**src/design/gfe_ram.sv**
```systemverilog
// ============================================================================
// gfe_ram
// Generic single-write, single-read memory with a registered read port.
// ============================================================================
module gfe_ram #(
    parameter int WIDTH = 8,
    parameter int DEPTH = 16
) (
    input  logic                     i_clk,
    input  logic                     i_we,
    input  logic [$clog2(DEPTH)-1:0] i_waddr,
    input  logic [WIDTH-1:0]         i_wdata,
    input  logic [$clog2(DEPTH)-1:0] i_raddr,
    output logic [WIDTH-1:0]         o_rdata
);
    logic [WIDTH-1:0] mem [DEPTH];
    logic [WIDTH-1:0] r_rdata;

    always_ff @(posedge i_clk) begin
        if (i_we) begin
            mem[i_waddr] <= i_wdata;
        end
        r_rdata <= mem[i_raddr];
    end

    assign o_rdata = r_rdata;
endmodule
```
**config.mk**
```make
export PLATFORM = sky130hd
export DESIGN_NAME = gfe_ram
export DESIGN_NICKNAME = d
export VERILOG_FILES = /design/src/design/gfe_ram.sv
export SDC_FILE = /design/constraint.sdc
export NUM_CORES = 1
export LEC_CHECK = 0
export ABC_AREA = 1
export BUFFER_PORTS_ARGS = -buffer_cell sky130_fd_sc_hd__clkbuf_2
export CORE_AREA = 2 2 75 148
export CTS_BUF_LIST = sky130_fd_sc_hd__clkbuf_4 sky130_fd_sc_hd__clkbuf_8
export DETAILED_ROUTE_END_ITERATION = 10
export DIE_AREA = 0 0 77 150
export PLACE_DENSITY = 0.76
export SETUP_SLACK_MARGIN = 0.2
export SYNTH_ARGS = -nofsm -noshare
export SYNTH_HDL_FRONTEND = slang
export SYNTH_SLANG_ARGS = --single-unit
```
**constraint.sdc**
```tcl
create_clock -name i_clk -period 1.1 [get_ports i_clk]
set_input_delay 0.165 -clock i_clk [delete_from_list [all_inputs] [get_ports i_clk]]
set_output_delay 0.165 -clock i_clk [all_outputs]
set_load 0.05 [all_outputs]
```
Word level (Yosys, flattened, before mapping)

Memories as Yosys holds them, arrays and structs flattened. A register that Yosys moved wholly into a read port is not among the register bits.
Cells that the tools add are included.

Memory bits (writable): 128
Input bits: 18
Memories kept: 1
Register bits after elaboration: 0
Logic and storage cells: 3

Memory list:

| memory | depth | width | rd ports | clocked after memory_dff | write ports | line | RTL |
|---|---|---|---|---|---|---|---|
| mem    | 16    | 8     | 1        | 1                        | 1           | 16   | `logic [WIDTH-1:0] mem [DEPTH];` |

Muxes and demuxes: 2

Operator list:

| cell              | count |
|---|---|
| two-way mux 1 bit | 2 |

Depth between registers and ports, before layout

Depth after elaboration: 2
Depth in mapped cells: 8
Mapped depth without buffers: 7

Least setup slack after synthesis

OpenSTA, ideal clock, no wires.

Path type: input to register
From: in i_waddr[3]
To: mem mem[4][0] (enable)
Setup time: 0.370 ns
Cell stages on the path: 2
Arrival time: 0.746 ns
Data required time: 0.730 ns
Slack: -0.016 ns
Cells stage by stage: nand3b_1 > nor2_1

RTL lines:

| item               | line | RTL |
|---|---|---|
| start: declaration | 11   | `input logic [$clog2(DEPTH)-1:0] i_waddr,` |
| end: declaration   | 16   |  |

Straight into the memory's write port.

Final worst setup path

From: reg r_rdata[4], in the netlist o_rdata[4], read port of mem
To: out o_rdata[4]

RTL lines:

| item               | line | RTL |
|---|---|---|
| start: declaration | 17   | `logic [WIDTH-1:0] r_rdata;` |
| end: declaration   | 14   | `output logic [WIDTH-1:0] o_rdata` |

No word-level cell between the ends.

==> impl_metrics.env <==
export IMPL_synth_fa_ha_area_share_pct=0
export IMPL_synthMuxAreaShare_pct=0
export IMPL_io_pins=26
export IMPL_violations="setup timing"
export IMPL_cts_tree="yes"
export IMPL_die_area_um2=11600
export IMPL_fin_hold_ws_ps=158
export IMPL_min_path_type="input pin to register"
export IMPL_ys_types=12
export IMPL_cts_sink_count=136
export IMPL_stdcell_area_um2=7130
export IMPL_worstSetupPathType="register to output port"
export IMPL_synth_top_area_share_pct=66.7
export IMPL_synth_xor_area_share_pct=0
export IMPL_slew_violations=0
export IMPL_synth_simple_area_share_pct=21.0
export IMPL_grt_setup_unrepaired="yes"
export IMPL_final_cell_mix="nand2_1, edfxtp_1, inv_1, nand3_2, nand3_1"
export IMPL_critPathLaunchType="register"
export IMPL_endpoint="o_rdata[4]"
export IMPL_syn_num_nets=569
export IMPL_dpl_cell_area_um2=6210
export IMPL_syn_avg_cell_area_um2=10.5
export IMPL_final_common_cell="nand2_1"
export IMPL_ir_worst_vdd_uv=1350
export IMPL_dp_hpwl_um=8360
export IMPL_seq_area_um2=4010
export IMPL_viasPerCell=5.22
export IMPL_grt_pass1_vias=3888
export IMPL_area_delta_synth_final_pct=23.7
export IMPL_path_buf_inv=1
export IMPL_p_per_area_nw_per_um2=1610
export IMPL_cts_buffers=17
export IMPL_synth_seq_cells=136
export IMPL_fill_cells=782
export IMPL_drt_wl_total_um=13100
export IMPL_syn_area_um2=5770
export IMPL_grt_remaining_overflow=0
export IMPL_syn_inst=551
export IMPL_clk_pin_slew_ps=80
export IMPL_worst_pin_slew_ps=503
export IMPL_cp_top_family="flip-flops"
export IMPL_max_stage_delay_ps=360
export IMPL_synth_area_leaders="edfxtp_1, nand2_1, nand3_1"
export IMPL_gp_congestion=0.842
export IMPL_path_max_fanout=1
export IMPL_status="complete, but fails checks"
export IMPL_worstSkewPairLatency_ps=450
export IMPL_reg2reg_depth=6
export IMPL_rrSetupSlack_ps=100
export IMPL_cp_num_cells=1
export IMPL_cts_hold_buf=0
export IMPL_rows=53
export IMPL_final_setup_skew_ps=14.0
export IMPL_die_height_um=150
export IMPL_path_cells="clkbuf_16"
export IMPL_wl_per_cell_um=17.7
export IMPL_p_leak_nw=3.03
export IMPL_end_kind="output port"
export IMPL_yosysSeqAreaShare_pct=69.4
export IMPL_timing_final_hold_violations=0
export IMPL_critical_path_arrival_ps=980
export IMPL_yosysTopAreaCell="edfxtp_1"
export IMPL_synth_compound_area_share_pct=0
export IMPL_htree_levels=4
export IMPL_drt_iter0_markers=268
export IMPL_setup_violations=5
export IMPL_via_count=3860
export IMPL_timing_setup_tns_ps=-92.5
export IMPL_crit_required_ps=940
export IMPL_ant_nets=0
export IMPL_fin_ws_ps=-41.0
export IMPL_final_nets=607
export IMPL_fp_coreArea_um2=10500
export IMPL_fp_dieW_um=77
export IMPL_cap_violations=0
export IMPL_grt_pass1_wl_um=19800
export IMPL_crit_start="o_rdata[4]"
export IMPL_multi_input_area_um2=1650
export IMPL_grt_max_degree=44
export IMPL_fmax_mhz=876
export IMPL_synth_top_family_by_area="simple AND/OR/NAND/NOR gates"
export IMPL_antenna_found_initial=0
export IMPL_root_buffer="clkbuf_8"
export IMPL_yosysWarnings=0
export IMPL_worst_r2r_endpoint="o_rdata[3]"
export IMPL_relSlewSlack_pct=66.4
export IMPL_r2r_start="mem[6][3]"
export IMPL_dp_slack_ps=-161
export IMPL_grt_usage_pct=23.6
export IMPL_clockBufferDepth=2
export IMPL_dr_pass1_iters=5
export IMPL_drive_above_1_share_pct=29.2
export IMPL_post_cts_buffers=0
export IMPL_final_period_utilization_pct=104
export IMPL_n_antenna_cell=0
export IMPL_portBuffers=25
export IMPL_initial_core_util_pct=55.0
export IMPL_drcViolationCount=0
export IMPL_critical_path_slowest_cell="dfxtp_2"
export IMPL_min_period_ps=1140
export IMPL_final_util_pct=68.1
==> cell type report <==
type	instances	area share (%)
clock buffers	21	3.88
repair buffers	43	6.52
inverters	102	5.37
clock inverters	11	2.42
well taps	137	2.40
multi-input cells	289	23.1
flip-flops and latches	136	56.3
==> report_power, final <==
part	leakage, nW	switching, mW	internal (mW)	total [mW]
Clock	0.215	1.87	2.64	4.51
Combinational	1.59	0.718	0.377	1.09
Sequential	1.22	0.0516	5.80	5.85
==> metal layers <==
metal  up-vias  wire length, um  global-route usage [%]
met5         -                0                       0
met4         0              512                    14.3
met3        33              634                    5.55
met2       134             7200                    42.1
met1      1842             4730                    24.8
li1       1851                -                       -
==> registers in the layout (all words and copies together), names as in the netlist <==
name / count
o_rdata: 8
mem: 128
==> kinds of logic after synthesis <==
group / count (synthesis)
buffers and inverters: 126
flip-flops: 136
AND/OR/NAND/NOR: 289
==> repair_timing <==
item | 4_1_cts | 5_1_grt
gates resized for setup | 56 | 46
endpoints found under the setup margin | 16 | 16
pin swaps | 32 | 34
==> Yosys cell counts, drive strengths merged <==
cell type	number
inv	102
edfxtp	128
nand3b	2
nand3	97
dfxtp	8
nand2	173
buf	24
nor2	17
==> worst min-delay path by stage <==
| stage | end | startpoint | depth (start not counted) |
|---|---|---|---|
| after detailed placement | o_rdata[0] | i_raddr[3] | 4 |
| after global placement | o_rdata[5] | i_raddr[3] | 4 |
| after CTS | o_rdata[0] | i_raddr[3] | 4 |
| final | o_rdata[0] | i_raddr[3] | 4 |
| after global routing | o_rdata[0] | i_raddr[3] | 4 |
| after floorplan | mem[0][0] | i_wdata[0] | 0 |
==> tightest hold or removal path: cells and delay by family <==
family	cells	cell delay, ps
buffers and inverters	2	280
and+or+nand+nor	2	130
==> stage by stage <==
stage / cells / power [mW]
after floorplan: 551 / 6.49
after global placement: 707 / 6.80
after detailed placement: 707 / 6.82
after CTS: 739 / 11.4
after global routing: 739 / 11.8
final: 739 / 11.5
No activity file was read; power rests on OpenSTA's default activity.
